<file path="src/rtl/i2c_master_byte_engine_assert.svh">
// Assertion helpers shared by the engine RTL.
// Both forms are clocked on i_clk and muted while i_rst_n is low.
`ifndef I2C_MASTER_BYTE_ENGINE_ASSERT_SVH
`define I2C_MASTER_BYTE_ENGINE_ASSERT_SVH

// Same-cycle implication.
`define I2CMBE_ASSERT_IMP(lbl, ante, cons, msg) \
    lbl: assert property (@(posedge i_clk) disable iff (!i_rst_n) (ante) |-> (cons)) \
        else $error(msg);

// Next-cycle implication.
`define I2CMBE_ASSERT_NXT(lbl, ante, cons, msg) \
    lbl: assert property (@(posedge i_clk) disable iff (!i_rst_n) (ante) |=> (cons)) \
        else $error(msg);

`endif

</file>
<file path="src/rtl/i2cmbe_pkg.sv">
`default_nettype none

package i2cmbe_pkg;

    localparam int CMD_W    = 3;
    localparam int BYTE_W   = 8;
    localparam int STAT_W   = 2;
    localparam int TICKS_W  = 8;
    localparam int PHASE_W  = 5;
    localparam int S_DATA_W = 16;
    localparam int M_DATA_W = 16;
    localparam int APB_AW   = 3;
    localparam int APB_DW   = 32;

    // command / operation codes
    localparam logic [CMD_W-1:0] OP_IDLE   = 3'd0;
    localparam logic [CMD_W-1:0] OP_START  = 3'd1;
    localparam logic [CMD_W-1:0] OP_STOP   = 3'd2;
    localparam logic [CMD_W-1:0] OP_SEND   = 3'd3;
    localparam logic [CMD_W-1:0] OP_RXACK  = 3'd4;
    localparam logic [CMD_W-1:0] OP_RXNACK = 3'd5;

    // completion status
    localparam logic [STAT_W-1:0] ST_OK   = 2'd0;
    localparam logic [STAT_W-1:0] ST_NACK = 2'd1;
    localparam logic [STAT_W-1:0] ST_BUSY = 2'd2;
    localparam logic [STAT_W-1:0] ST_ERR  = 2'd3;

    // register map
    localparam logic [APB_AW-1:0] REG_PHASE_TICKS = 3'd0;
    localparam logic [TICKS_W-1:0] PHASE_TICKS_RST = 8'd2;

    // one input beat: tick with optional command
    typedef struct packed {
        logic              sda_in;
        logic [BYTE_W-1:0] tx_byte;
        logic [CMD_W-1:0]  cmd;
    } t_item;

    // one output beat
    typedef struct packed {
        logic [BYTE_W-1:0] rx_byte;
        logic [STAT_W-1:0] status;
        logic              done_res;
        logic              busy_res;
        logic              sda_out;
        logic              scl_out;
    } t_result;

endpackage

`default_nettype wire

</file>
<file path="src/rtl/i2cmbe_in_stage.sv">
`default_nettype none

module i2cmbe_in_stage (
    input  wire logic               i_clk,
    input  wire logic               i_rst_n,
    input  wire logic               i_valid,
    input  wire i2cmbe_pkg::t_item  i_item,
    input  wire logic               i_take,
    output logic                    o_ready,
    output logic                    o_valid,
    output i2cmbe_pkg::t_item       o_item
);
    import i2cmbe_pkg::*;

    logic  r_valid;
    t_item r_item;

    assign o_ready = !r_valid || i_take;
    assign o_valid = r_valid;
    assign o_item  = r_item;

    always_ff @(posedge i_clk) begin
        if (!i_rst_n) begin
            r_valid <= 1'b0;
        end else if (o_ready) begin
            r_valid <= i_valid;
        end
    end

    always_ff @(posedge i_clk) begin
        if (o_ready && i_valid) begin
            r_item <= i_item;
        end
    end

endmodule

`default_nettype wire

</file>
<file path="src/rtl/i2cmbe_core.sv">
`default_nettype none

`include "i2c_master_byte_engine_assert.svh"

module i2cmbe_core (
    input  wire logic                           i_clk,
    input  wire logic                           i_rst_n,
    input  wire logic                           i_advance,
    input  wire i2cmbe_pkg::t_item              i_item,
    input  wire logic [i2cmbe_pkg::TICKS_W-1:0] i_phase_ticks,
    output i2cmbe_pkg::t_result                 o_res
);
    import i2cmbe_pkg::*;

    // phase numbers of interest
    localparam logic [PHASE_W-1:0] PH_START_SAMPLE = 5'd1;
    localparam logic [PHASE_W-1:0] PH_START_LAST   = 5'd3;
    localparam logic [PHASE_W-1:0] PH_STOP_LAST    = 5'd2;
    localparam logic [PHASE_W-1:0] PH_SEND_REL     = 5'd24;
    localparam logic [PHASE_W-1:0] PH_SEND_LAST    = 5'd25;
    localparam logic [PHASE_W-1:0] PH_RX_ACKDRV    = 5'd16;
    localparam logic [PHASE_W-1:0] PH_RX_ACKCLK    = 5'd17;
    localparam logic [PHASE_W-1:0] PH_RX_LAST      = 5'd18;

    typedef struct packed {
        logic              scl;
        logic              sda;
        logic [BYTE_W-1:0] shift;
    } t_drv;

    typedef struct packed {
        logic              done;
        logic [STAT_W-1:0] code;
        t_drv              drv;
        logic [BYTE_W-1:0] rx;
    } t_end;

    // position within a three-phase send bit slot
    function automatic logic [1:0] slot3(input logic [PHASE_W-1:0] idx);
        logic [1:0] r;
        case (idx) inside
            5'd0, 5'd3, 5'd6, 5'd9, 5'd12, 5'd15, 5'd18, 5'd21:  r = 2'd0;
            5'd1, 5'd4, 5'd7, 5'd10, 5'd13, 5'd16, 5'd19, 5'd22: r = 2'd1;
            default:                                             r = 2'd2;
        endcase
        return r;
    endfunction

    function automatic t_drv enter_phase(input logic [CMD_W-1:0] op,
                                         input logic [PHASE_W-1:0] idx,
                                         input t_drv d);
        t_drv q;
        q = d;
        case (op)
            OP_START: begin
                case (idx)
                    5'd0:    q.sda = 1'b1;
                    5'd1:    q.scl = 1'b1;
                    5'd2:    q.sda = 1'b0;
                    default: q.scl = 1'b0;
                endcase
            end
            OP_STOP: begin
                case (idx)
                    5'd0:    q.sda = 1'b0;
                    5'd1:    q.scl = 1'b1;
                    default: q.sda = 1'b1;
                endcase
            end
            OP_SEND: begin
                if (idx < PH_SEND_REL) begin
                    case (slot3(idx))
                        2'd0: begin
                            q.scl   = 1'b0;
                            q.sda   = d.shift[BYTE_W-1];
                            q.shift = {d.shift[BYTE_W-2:0], 1'b0};
                        end
                        2'd1:    q.scl = 1'b1;
                        default: q.scl = 1'b0;
                    endcase
                end else if (idx == PH_SEND_REL) begin
                    q.sda = 1'b1;
                end else begin
                    q.scl = 1'b1;
                end
            end
            default: begin
                if (idx < PH_RX_ACKDRV) begin
                    if (!idx[0]) begin
                        q.scl = 1'b1;
                        if (idx == '0) q.sda = 1'b1;
                    end else begin
                        q.scl = 1'b0;
                    end
                end else if (idx == PH_RX_ACKDRV) begin
                    q.sda = (op == OP_RXNACK);
                end else if (idx == PH_RX_ACKCLK) begin
                    q.scl = 1'b1;
                end else begin
                    q.scl = 1'b0;
                end
            end
        endcase
        return q;
    endfunction

    function automatic t_end end_phase(input logic [CMD_W-1:0] op,
                                       input logic [PHASE_W-1:0] idx,
                                       input logic sda,
                                       input t_drv d,
                                       input logic [BYTE_W-1:0] rx);
        t_end e;
        e.done = 1'b0;
        e.code = ST_OK;
        e.drv  = d;
        e.rx   = rx;
        case (op)
            OP_START: begin
                if (idx == PH_START_SAMPLE && !sda) begin
                    e.done = 1'b1;
                    e.code = ST_BUSY;
                end else if (idx == PH_START_LAST) begin
                    e.done = 1'b1;
                    e.code = sda ? ST_ERR : ST_OK;
                end
            end
            OP_STOP: begin
                e.done = (idx == PH_STOP_LAST);
            end
            OP_SEND: begin
                if (idx == PH_SEND_LAST) begin
                    e.done    = 1'b1;
                    e.code    = sda ? ST_NACK : ST_OK;
                    e.drv.scl = 1'b0;
                end
            end
            default: begin
                if (idx < PH_RX_ACKDRV && !idx[0]) begin
                    e.drv.shift = {d.shift[BYTE_W-2:0], sda};
                end
                if (idx == PH_RX_LAST) begin
                    e.done = 1'b1;
                    e.rx   = e.drv.shift;
                end
            end
        endcase
        return e;
    endfunction

    logic [CMD_W-1:0]   r_op,    n_op;
    logic [PHASE_W-1:0] r_phase, n_phase;
    logic [TICKS_W-1:0] r_tick,  n_tick;
    t_drv               r_drv,   n_drv;
    logic [BYTE_W-1:0]  r_rx,    n_rx;

    logic               start_now;
    logic [CMD_W-1:0]   op_a;
    logic [PHASE_W-1:0] phase_a;
    logic [TICKS_W-1:0] tick_a;
    t_drv               drv_a;
    t_drv               drv_seed;
    logic [TICKS_W-1:0] len;
    logic               last;
    t_end               ep;
    logic               done;

    always_comb begin
        start_now = (r_op == OP_IDLE) && (i_item.cmd inside {[OP_START:OP_RXNACK]});
        op_a      = start_now ? i_item.cmd : r_op;
        phase_a   = start_now ? '0 : r_phase;
        tick_a    = start_now ? '0 : r_tick;
        drv_seed  = r_drv;
        if (start_now) begin
            drv_seed.shift = (i_item.cmd == OP_SEND) ? i_item.tx_byte : '0;
        end
        drv_a = start_now ? enter_phase(op_a, '0, drv_seed) : r_drv;

        len  = (i_phase_ticks == '0) ? TICKS_W'(1) : i_phase_ticks;
        last = ({1'b0, tick_a} + (TICKS_W+1)'(1)) >= {1'b0, len};
        ep   = end_phase(op_a, phase_a, i_item.sda_in, drv_a, r_rx);

        n_op    = op_a;
        n_phase = phase_a;
        n_tick  = tick_a;
        n_drv   = drv_a;
        n_rx    = r_rx;
        done    = 1'b0;
        if (op_a != OP_IDLE) begin
            if (last) begin
                n_rx   = ep.rx;
                n_tick = '0;
                if (ep.done) begin
                    done    = 1'b1;
                    n_op    = OP_IDLE;
                    n_phase = '0;
                    n_drv   = ep.drv;
                end else begin
                    n_phase = phase_a + PHASE_W'(1);
                    n_drv   = enter_phase(op_a, n_phase, ep.drv);
                end
            end else begin
                n_tick = tick_a + TICKS_W'(1);
            end
        end

        o_res.scl_out  = n_drv.scl;
        o_res.sda_out  = n_drv.sda;
        o_res.busy_res = (n_op != OP_IDLE);
        o_res.done_res = done;
        o_res.status   = done ? ep.code : ST_OK;
        o_res.rx_byte  = n_rx;
    end

    always_ff @(posedge i_clk) begin
        if (!i_rst_n) begin
            r_op      <= OP_IDLE;
            r_phase   <= '0;
            r_tick    <= '0;
            r_drv.scl <= 1'b1;
            r_drv.sda <= 1'b1;
            r_drv.shift <= '0;
            r_rx      <= '0;
        end else if (i_advance) begin
            r_op    <= n_op;
            r_phase <= n_phase;
            r_tick  <= n_tick;
            r_drv   <= n_drv;
            r_rx    <= n_rx;
        end
    end

    `I2CMBE_ASSERT_IMP(a_done_not_busy, i_advance && o_res.done_res, !o_res.busy_res,
        "done beat also flagged busy")
    `I2CMBE_ASSERT_IMP(a_status_only_on_done, i_advance && !o_res.done_res,
        o_res.status == ST_OK, "status nonzero outside done")
    `I2CMBE_ASSERT_IMP(a_phase_range, 1'b1, r_phase <= PH_SEND_LAST,
        "phase index beyond longest sequence")
    `I2CMBE_ASSERT_IMP(a_idle_clean, r_op == OP_IDLE, r_phase == '0 && r_tick == '0,
        "idle engine holds stale phase or tick")
    `I2CMBE_ASSERT_NXT(a_hold_on_stall, !i_advance,
        $stable(r_op) && $stable(r_tick) && $stable(r_phase), "state moved without a beat")

endmodule

`default_nettype wire

</file>
<file path="src/rtl/i2cmbe_out_stage.sv">
`default_nettype none

module i2cmbe_out_stage (
    input  wire logic                 i_clk,
    input  wire logic                 i_rst_n,
    input  wire logic                 i_load,
    input  wire i2cmbe_pkg::t_result  i_res,
    input  wire logic                 i_ready,
    output logic                      o_can_load,
    output logic                      o_valid,
    output i2cmbe_pkg::t_result       o_res
);
    import i2cmbe_pkg::*;

    logic    r_valid;
    t_result r_res;

    assign o_can_load = !r_valid || i_ready;
    assign o_valid    = r_valid;
    assign o_res      = r_res;

    always_ff @(posedge i_clk) begin
        if (!i_rst_n) begin
            r_valid <= 1'b0;
        end else if (o_can_load) begin
            r_valid <= i_load;
        end
    end

    always_ff @(posedge i_clk) begin
        if (i_load) begin
            r_res <= i_res;
        end
    end

endmodule

`default_nettype wire

</file>
<file path="src/rtl/i2c_master_byte_engine.sv">
// Bit-level I2C master timing engine. Each input beat is one bus tick: it carries the
// sampled SDA level and, when the engine is idle, a command (start, stop, send byte,
// receive byte with ACK or NACK; other codes and commands given while busy are ignored).
// Each input beat yields exactly one output beat with the SCL/SDA drive levels after that
// tick, busy, a one-tick done flag with its status (ok/ack, nack, bus busy, bus error)
// and the last received byte. Every bus phase is held for phase_ticks ticks (register at
// APB address 0, reset 2, zero acts as one); write it only while no command is running.
// Throughput is one beat per clock while neither side stalls: a beat goes through an input
// register, one pass of the sequencer logic and an output register, and either side may
// stall freely without loss. No clearing pass after reset.
`default_nettype none

module i2c_master_byte_engine (
    input  wire logic                            i_clk,
    input  wire logic                            i_rst_n,
    // input beat: [2:0] cmd, [10:3] tx_byte, [11] sda_in, [15:12] zero
    input  wire logic                            s_axis_tvalid,
    output logic                                 s_axis_tready,
    input  wire logic [i2cmbe_pkg::S_DATA_W-1:0] s_axis_tdata,
    // output beat: [0] scl_out, [1] sda_out, [2] busy_res, [3] done_res,
    // [5:4] status, [13:6] rx_byte, [15:14] zero
    output logic                                 m_axis_tvalid,
    input  wire logic                            m_axis_tready,
    output logic [i2cmbe_pkg::M_DATA_W-1:0]      m_axis_tdata,
    // register port
    input  wire logic                            psel,
    input  wire logic                            penable,
    input  wire logic                            pwrite,
    input  wire logic [i2cmbe_pkg::APB_AW-1:0]   paddr,
    input  wire logic [i2cmbe_pkg::APB_DW-1:0]   pwdata,
    output logic [i2cmbe_pkg::APB_DW-1:0]        prdata,
    output logic                                 pready
);
    import i2cmbe_pkg::*;

    logic [TICKS_W-1:0] r_phase_ticks;

    t_item   s_item;
    t_item   q_item;
    logic    q_valid;
    logic    out_can_load;
    logic    advance;
    t_result core_res;
    t_result m_res;

    // ---- register port: always ready, single register ----
    assign pready = 1'b1;
    assign prdata = (paddr == REG_PHASE_TICKS) ?
                    {{(APB_DW-TICKS_W){1'b0}}, r_phase_ticks} : '0;

    always_ff @(posedge i_clk) begin
        if (!i_rst_n) begin
            r_phase_ticks <= PHASE_TICKS_RST;
        end else if (psel && penable && pwrite && pready && paddr == REG_PHASE_TICKS) begin
            r_phase_ticks <= pwdata[TICKS_W-1:0];
        end
    end

    // ---- beat unpack ----
    assign s_item = s_axis_tdata[$bits(t_item)-1:0];

    // a queued tick advances whenever the output register can take its result
    assign advance = q_valid && out_can_load;

    i2cmbe_in_stage u_in (
        .i_clk   (i_clk),
        .i_rst_n (i_rst_n),
        .i_valid (s_axis_tvalid),
        .i_item  (s_item),
        .i_take  (advance),
        .o_ready (s_axis_tready),
        .o_valid (q_valid),
        .o_item  (q_item)
    );

    i2cmbe_core u_core (
        .i_clk         (i_clk),
        .i_rst_n       (i_rst_n),
        .i_advance     (advance),
        .i_item        (q_item),
        .i_phase_ticks (r_phase_ticks),
        .o_res         (core_res)
    );

    i2cmbe_out_stage u_out (
        .i_clk      (i_clk),
        .i_rst_n    (i_rst_n),
        .i_load     (advance),
        .i_res      (core_res),
        .i_ready    (m_axis_tready),
        .o_can_load (out_can_load),
        .o_valid    (m_axis_tvalid),
        .o_res      (m_res)
    );

    assign m_axis_tdata = {{(M_DATA_W-$bits(t_result)){1'b0}}, m_res};

endmodule

`default_nettype wire
</file>
<file path="config.mk">
export PLATFORM = sky130hd
export DESIGN_NAME = i2c_master_byte_engine
export DESIGN_NICKNAME = d
export VERILOG_FILES = /design/src/rtl/i2cmbe_pkg.sv /design/src/rtl/i2cmbe_in_stage.sv /design/src/rtl/i2cmbe_core.sv /design/src/rtl/i2cmbe_out_stage.sv /design/src/rtl/i2c_master_byte_engine.sv
export VERILOG_INCLUDE_DIRS = /design/src /design/src/rtl
export SDC_FILE = /design/constraint.sdc
export NUM_CORES = 1
export LEC_CHECK = 0
export BUFFER_PORTS_ARGS = -buffer_cell sky130_fd_sc_hd__buf_4
export CAP_MARGIN = 10
export CELL_PAD_IN_SITES_DETAIL_PLACEMENT = 1
export CELL_PAD_IN_SITES_GLOBAL_PLACEMENT = 1
export CORE_MARGIN = 5
export CORE_UTILIZATION = 41
export CTS_BUF_LIST = sky130_fd_sc_hd__clkbuf_4 sky130_fd_sc_hd__clkbuf_8
export CTS_CLUSTER_SIZE = 10
export DETAILED_ROUTE_END_ITERATION = 16
export GPL_TIMING_DRIVEN = 0
export PLACE_DENSITY_LB_ADDON = 0.1
export REMOVE_ABC_BUFFERS = 1
export SYNTH_ARGS = -nofsm -noshare
export SYNTH_HDL_FRONTEND = slang
export SYNTH_SLANG_ARGS = --single-unit
</file>
<file path="constraint.sdc">
create_clock -name i_clk -period 5.6 [get_ports i_clk]
set_input_delay 0.56 -clock i_clk [delete_from_list [all_inputs] [get_ports i_clk]]
set_output_delay 0.56 -clock i_clk [all_outputs]
set_load 0.1 [all_outputs]
</file>
==> results, run 1 <==
- The run finished with clean final reports.
- The total overflow reported by the global router is 0.
- The overall die width is 117.4 um.
- The die covers 13780 um2.
- The latest clock arrival within the worst-skew pair is 0.35 ns.
- The minimum period implied by the final worst setup slack is 5.165 ns.
- At the end of routability-driven placement, the weighted congestion stood at 0.9410.
- In this run the power density over the cells is 242.3 nW/um2.
- The most instantiated library cell after synthesis is nor2_1.
- The number of clock sinks seen by CTS is 70.
- The final max-slew violation count is 0.
- The TritonCTS clock tree is built.
- 0 antenna diodes ended up in the layout.
- The initial utilization of the core area, before any placement, comes to 41.59%.
- The number of remaining DRC errors is 0.
- The global routing met2 resource utilization is 34.16%.
- The critical path data required time is 5.79 ns.
- The count of TritonRoute iterations in the first routing pass is 4.
- The buffer cell driving the clock tree root is clkbuf_8.
- In the final timing run, aggregate negative setup slack is 0 ns.
- Data on the critical path arrives at its endpoint at 5.35 ns.
- The clock network is responsible for 33.0% of the overall power.
- The highest fanout seen on the critical path is 20.
- The most congested layer reported by global routing is met2.
- The aggregate routed wire length is 14.10 mm.
- The maximum clock frequency is 193.6 MHz.
- The worst setup path is of the reg2reg kind.
- The detailed router finished its first iteration with 273 violations.
- The count of final setup violators is 0.
- The worst pin sits at a relative slew slack of 28.90%.
- The fraction of power spent switching nets is 35.31%.
- The vertical die dimension is 117.4 um.
- The final critical path takes up 92.24% of the cycle.
- The area added between synthesis and finish is 11.88%.
- The longest clock path from root to sink contains 2 buffers.
- The share of the Yosys chip area taken by registers is 35.14%.
- The async set-reset flop share out of synthesis is 0%.
- The fraction of met3 tracks used by global routing is 3.946%.
- The count of distinct cell types in the synthesized netlist is 76.
- In the synthesized netlist, mux cells make up 4.895% of the area.
- The area fraction in compound gates after synthesis is 18.89%.
- The via count of the first global-routing pass came to 4538.
- The switching component of the power is 452.7 uW.
- The total via count in the routed design is 4286.
- The net count of the finished layout is 661.
- Entering global routing, the biggest net connects 43 pins.
- Sequential cells account for 44.1% of the total power.
- Combinational logic burns 22.9% of the power.
- The post-synthesis simple-gate area fraction is 25.48%.
- The fraction of final layout cells with drive strength greater than 1 is 16.67%.
- The total routing usage reported by global routing is 20.19%.
- The worst clock skew is 0.01079 ns.
- The detail route stage leaves a number of antenna-violating nets equal to 0.
- The cell leakage power is 0.002050 uW.
- After synthesis, the largest family of logic cells by area is simple AND/OR/NAND/NOR gates.
- The internal cell power is 829.2 uW.
- Setup repair after global routing left no endpoint under its margin.
- For the pin with the worst max-slew slack, the measured transition is 1.065 ns.
- Counting the buffers created by CTS gives 9.
- The wire length of the first global-routing pass is 23.13 mm.
- The share of synthesized area in the top cell type comes to 18.63%.
- In the synthesized netlist the dominant register cell turns out to be dfxtp_1.
- The post-CTS clock slew at the launch and capture registers of the worst setup and hold paths is 0.08 ns.
- The number of hold violations in the final report is 0.
- Across the run, the number of max-cap violations was 0.
- The number of antenna violations at the first check in global routing is 0.
- The floorplan has 39 rows.
- The synthesized netlist cell count is 566.
- The port buffer count is 53.
- Summing the areas of all fa, ha and maj instances in the mapped netlist gives 3.705% of the synthesized area.
- The per-instance average area after synthesis is 8.354 um2.
- The synthesized design contains 26 enable-type register cells.
- The number of H-tree levels is 3.
- By count the netlist is led by nor2_1, nand2_1, dfxtp_1, a21oi_1, buf_4.
- The flip-flop and latch count after synthesis is 70.
- Cells fill 46.53% of the core in the end.
- The worst setup path is launched from a flop.
- Hold repair after CTS inserted 0 buffers.
- The met1 usage in global routing is 25.95%.
- The dominant cell type by area after synthesis is dfxtp_1.
- By area the synthesized netlist is led by dfxtp_1, edfxtp_1, nor2_1.
- The Yosys step of the flow raised 0 warnings.
- The wire length per cell after detailed routing is 19.13 um.
- The maximum resistive drop on vdd is 0.0001057 V.
- During I/O placement, the number of pins put on the boundary was 109.
- The share of the synthesized netlist area taken by xor and xnor gates is 2.435%.
- The average via count per standard cell is 5.815.
- The estimated wirelength of the detail-placed design is 10.09 mm.
- The kind of end point of the critical path is a flop.
- The mapped netlist covers 4728 um2.
- The core footprint is 11370 um2.
- The worst hold path belongs to the class in2reg.
## cell usage in the layout, fill, tap and decap left out, types with 3 or more instances in the layout
cell	Yosys	layout
o21ai_1	4	3
a31oi_1	12	11
nor4_1	3	3
a32oi_1	5	5
or3_1	3	3
nor3_1	19	19
nand2b_1	7	7
conb_1	2	27
nor2_1	60	59
o2bb2ai_1	3	3
and3_1	9	9
nand3_1	28	28
a21oi_1	38	38
and4_1	5	5
nor2b_1	5	5
ha_1	14	14
o311ai_1	4	4
xnor2_1	6	6
nand2_1	47	46
and2_1	16	16
edfxtp_1	26	26
a21o_1	3	3
nand4_1	6	6
nor3b_1	8	8
xor2_1	4	4
clkbuf_8	0	9
mux2i_1	13	13
o21ai_0	18	18
inv_1	17	16
mux2_2	9	9
dfxtp_1	44	44
buf_4	29	54
## cell families (layout without fill, tap and decap cells)
kind of cell               count (synthesis)  in the layout
DFF                                       70             70
buffers and inverters                     85             88
adders and majority gates                 14             14
xor gates and xnor gates                  11             11
AOI/OAI and AO/OA                        128            128
and+or+nand+nor                          234            234
muxes                                     22             22
other                                      2             27
## path summary, 6_finish.rpt
kind / start / end / slack (ns) / depth (start not counted)
worst min register to register: u_core.r_tick[1] / u_core.r_tick[1] / 0.50 / 2
worst max register to register: u_in.o_item[1] / u_core.r_drv[7] / 0.43 / 17
worst min-delay path: s_axis_tdata[3] / u_in.o_item[3] / 0.38 / 1
worst max-delay path: u_in.o_item[1] / u_core.r_drv[7] / 0.43 / 17
## flip-flops by register name, summed over array words and instances (netlist names)
signal / count
u_core.r_rx: 8
u_core.r_phase: 5
u_core.r_op: 3
u_in.o_valid: 1
u_core.r_tick: 8
u_out.o_res: 14
u_in.o_item: 12
r_phase_ticks: 8
u_out.o_valid: 1
u_core.drv_seed: 2
u_core.r_drv: 8
## through the flow
step / std cells / hold WS [ns] / power (uW) / area [um2] / setup slack [ns]
after floorplan: 523 / 0.4498 / 787.9 / 4447 / 0.5446
after global placement: 719 / 0.4678 / 854.3 / 5024 / -1.340
after detailed placement: 721 / 0.4871 / 863.9 / 5049 / -1.088
after CTS: 737 / 0.3658 / 1289 / 5273 / 0.1413
after global routing: 737 / 0.3524 / 1336 / 5290 / 0.007294
final: 737 / 0.3822 / 1282 / 5290 / 0.4346
## critical path, stage by stage (launching register included)
cell and delay, ns:
edfxtp_1 0.61, a2111oi_2 0.75, nand2_4 0.32, and2_1 0.31, ha_1 0.22, nand3_1 0.12, nor2_1 0.08, xnor2_1 0.14
nor2_1 0.08, ha_1 0.35, a21oi_1 0.14, and3_1 0.15, o21ai_0 0.16, a221oi_4 0.56, nor2_1 0.33, a31oi_4 0.43
nand2b_1 0.16, a31oi_1 0.08
## area by class of cell
class	count	area [um2]
clock buffer	11	138.9
sequential	70	1662
multi-input combinational	436	2768
clock inverter	5	58.81
inverter	17	63.81
fill	1404	6080
tap	143	178.9
timing repair buffer	55	420.4
## routing by layer
metal  wire length [um]  up-vias
li1                   -     2051
met3                640       18
met5                  0        -
met2               6962      111
met1               6286     2106
met4                213        0
## repair_timing
action,CTS,global route
endpoints found under the setup margin,19,12
setup buffers,0,0
resized for setup,4,3
gates cloned,0,0
pin swaps,0,0
hold endpoints to repair,0,0
## power groups by stage
stage | clock network [uW] | logic (uW) | registers (uW)
2_1_floorplan | 0 | 177 | 611
3_3_place_gp | 0 | 279 | 575
3_5_place_dp | 0 | 287 | 576
4_1_cts | 434 | 290 | 565
5_1_grt | 459 | 310 | 567
6_report | 423 | 294 | 565
No activity file was read; power rests on OpenSTA's default activity.
==> run 2, diff against run 1 <==
- ABC_AREA: not set -> 1
- CORE_UTILIZATION: 41 -> 40
- GPL_TIMING_DRIVEN: 0 -> not set
- REMOVE_ABC_BUFFERS: 1 -> not set
==> run 2 against run 1 <==
Sequential power rose by 2%. First-iteration DRC count fell by 27%. Core utilization rose by 0.32 points. Clock skew fell by 0.0056 ns. Combinational power rose by 41%. Setup slack improved by 1.0 ns. Non-clock buffer count rose by 1. Clock power rose by 30%.
==> results, run 2 <==
- The top cell type's share of synthesized area is 18.75% (+0.12 points).
- The number of primary I/O pins was 109 (unchanged).
- The count of final setup violators is 0 (unchanged).
- The wire length per cell after detailed routing came to 15.72 um (-18%).
- The run finished with clean final reports.
- The via count of the first global-routing pass is 4552 (+0.31%).
- The dominant cell type by area after synthesis is dfxtp_1.
- The setup slack after placement is 1.470 ns (+2.559 ns).
- The total via count in the routed design is 4468 (+4.2%).
- The post-CTS clock slew at the launch and capture registers of the worst setup and hold paths was 0.08 ns (about the same).
- The maximum clock frequency is 242.7 MHz (+25%).
- The core footprint was 11470 um2 (+0.86%).
- The post-route clock period utilization is 73.58% (-19 points).
- The final setup slack of the worst path was 1.479 ns (+1.045 ns).
- The library cells used most frequently in the layout, excluding fill and tap cells, are nand2_1, inv_1, nor2_1, buf_4, a21oi_1.
- STA classifies the critical path startpoint as a flop.
- The overall die width came to 118.4 um (+0.84%).
- The die area is 14010 um2 (+1.7%).
- The sequential-to-total area share from yosys stat is 35.37% (+0.22 points).
- The TritonCTS clock tree is built.
- The count of TritonRoute iterations in the first routing pass was 4 (unchanged).
- The commonest cells after synthesis are nand2_1, inv_1, nor2_1, a21oi_1, dfxtp_1.
- The critical path data required time is 5.86 ns (+0.07 ns).
- The number of nets with antenna violations after detailed routing came to 0 (unchanged).
- The total of hold buffers inserted after clock tree synthesis is 0 (unchanged).
- The sum of negative setup slack is 0 ns (unchanged).
- The number of H-tree levels is 3 (unchanged).
- The remaining max-slew budget at the tightest pin is 42.43% (+14 points).
- The average via count per standard cell is 5.153 (-11%).
- The number of max-cap violations is 0 (unchanged).
- The placement row count was 39 (unchanged).
- The antenna cell count came to 0 (unchanged).
- The estimated wirelength of the detail-placed design was 10.25 mm (+1.6%).
- The async set-reset flop share out of synthesis was 0% (unchanged).
- The synthesized netlist cell count came to 672 (+19%).
- The per-instance average area after synthesis is 6.991 um2 (-16%).
- The number of hold violations in the final report is 0 (unchanged).
- The post-CTS setup repair buffer count is 0 (unchanged).
- By area the synthesized netlist is led by dfxtp_1, edfxtp_1, nand2_1.
- The number of clock sinks seen by CTS came to 70 (unchanged).
- The worst setup path is captured at a flop.
- The aggregate routed wire length is 13.63 mm (-3.4%).
- The total routing usage reported by global routing is 19.50% (-0.69 points).
- The data arrival time of the worst path is 4.38 ns (-0.97 ns).
- The slew of the pin with the lowest slew margin is 0.8625 ns (-0.2028 ns).
- The number of enable-type register cells in the synthesized netlist is 26 (unchanged).
- The net count of the finished layout came to 791 (+20%).
- The maximum resistive drop on vdd came to 0.0001766 V (+67%).
- The tree is rooted in a clkbuf_8.
- The maximum number of pins on one net before global-route repair is 44 (+2.3%).
- The minimum period implied by the final worst setup slack is 4.121 ns (-1.045 ns).
- The maximum count of clock buffers along a single path came to 2 (unchanged).
- The highest fanout seen on the critical path is 25 (+25%).
- The CTS buffer count is 9 (unchanged).
- The worst clock skew came to 0.005162 ns (-0.005628 ns).
- The final max-slew violation count is 0 (unchanged).
- The vertical die dimension is 118.4 um (+0.84%).
- The cell leakage power is 0.002463 uW (+20%).
- The number of antenna violations at the first check in global routing is 0 (unchanged).
- In the post-synthesis netlist, the cell with the most instances is nand2_1.
- The worst setup path is of the reg2reg kind.
- The final RePlAce weighted congestion was 0.8349 (-11%).
- Setup repair after global routing left no endpoint under its margin.
- The number of flip-flops in the largest register is 14 (unchanged).
- Leaving out fill and tap cells, the most frequent cell in the layout is nand2_1.
- The filler cell count in the final layout is 1507 (+7.3%).
- The wire length of the first global-routing pass was 22.67 mm (-2.0%).
- The port buffer count came to 53 (unchanged).
- The flip-flop and latch count after synthesis is 70 (unchanged).
- The count of distinct cell types in the synthesized netlist is 43 (-43%).
- The number of warnings reported in the yosys synthesis log is 0 (unchanged).
- The number of remaining DRC errors is 0 (unchanged).
- The cell area after layout is 5373 um2 (+1.6%).
- The worst hold slack was 0.3764 ns (-0.005833 ns).
- The ratio of total power to cell area is 287.2 nW/um2 (+19%).
- The area of the mapped netlist came to 4698 um2 (-0.64%).
- The area added between synthesis and finish is 14.35%.
- The fraction of final layout cells with drive strength greater than 1 came to 17.13% (+0.46 points).
- The initial standard-cell utilization of the core is 40.97% (-0.62 points).
- The post-placement cell area is 5107 um2 (+1.2%).
- The number of DRC violations after detailed-routing iteration 0 is 200 (-27%).
- The total overflow reported by the global router is 0 (unchanged).
- The post-cts sizing count is 0 (-4).
- The most used flip-flop cell after synthesis is dfxtp_1.
- The latest clock arrival within the worst-skew pair is 0.36 ns (about the same).
- The type of the tightest min-delay check is in2reg.
==> run 2: cell families (layout without fill, tap and decap cells) <==
kind of cell / Yosys count / in the layout / synth area share (%)
AO/OA/AOI/OAI: 126 / 126 / 15.37
XOR/XNOR: 5 / 5 / 0.9323
adder cells (fa/ha/maj): 14 / 14 / 3.728
buffers and inverters: 134 / 161 / 13.21
flip-flops: 70 / 70 / 35.37
other: 2 / 27 / 0.1598
AND/OR/NAND/NOR: 321 / 321 / 31.24
==> run 2: worst max-delay path, stage by stage (launching register included) <==
cell      delay, ns
edfxtp_1       0.57
inv_2          0.09
nand2_1        0.08
nand3_4        0.25
inv_4          0.19
nor2_1         0.30
ha_1           0.28
nand3_2        0.11
xor2_1         0.19
ha_1           0.33
nand4_1        0.14
o211ai_1       0.21
nand3_1        0.09
nand2_1        0.07
nand2_1        0.04
nand2_1        0.05
nor2_1         0.05
nand2_2        0.13
nand2_4        0.20
nor2_8         0.21
inv_2          0.12
nand2_1        0.09
o21ai_2        0.06
o21ai_1        0.13
inv_1          0.05
==> run 2: metal layers <==
| layer | GRT usage (%) | up-vias | share of wire (%) |
|---|---|---|---|
| li1 | - | 2243 | - |
| met3 | 3.820 | 19 | 3.6 |
| met1 | 24.57 | 2125 | 46 |
| met2 | 34.14 | 81 | 49 |
| met5 | 0 | - | 0 |
| met4 | 5.174 | 0 | 1.5 |
==> run 2: through the flow <==
step                total power, uW  std cells  utilization (%)
floorplan                     928.3        697                -
global placement              993.2        851            44.54
detailed placement             1004        851            44.54
CTS                            1557        867            46.85
global route                   1620        867            46.85
finish                         1543        867            46.85
==> run 2: path summary, 6_finish.rpt <==
check / start / slack [ns] / cells past startpoint / to
setup / recovery: u_in.o_item[0] / 1.48 / 24 / u_core.r_rx[5]
hold / removal: s_axis_tdata[7] / 0.38 / 1 / u_in.o_item[7]
setup reg to reg: u_in.o_item[0] / 1.48 / 24 / u_core.r_rx[5]
hold reg to reg: u_core.r_drv[6] / 0.46 / 2 / u_core.r_drv[6]
==> run 2: area by class of cell <==
cell class | instances | area (um2) | area share (%)
Clock buffer | 10 | 131.4 | 2.445
Inverter | 89 | 336.6 | 6.265
Timing Repair Buffer | 56 | 420.4 | 7.825
Clock inverter | 6 | 133.9 | 2.492
Sequential cell | 70 | 1662 | 30.93
Multi-Input combinational cell | 493 | 2510 | 46.72
Tap cell | 143 | 178.9 | 3.330
==> run 2: where the power goes <==
part | total [uW] | switching [uW] | internal (uW)
Combinational | 415 | 319 | 95.9
Clock | 549 | 203 | 346
Sequential | 579 | 19.8 | 559
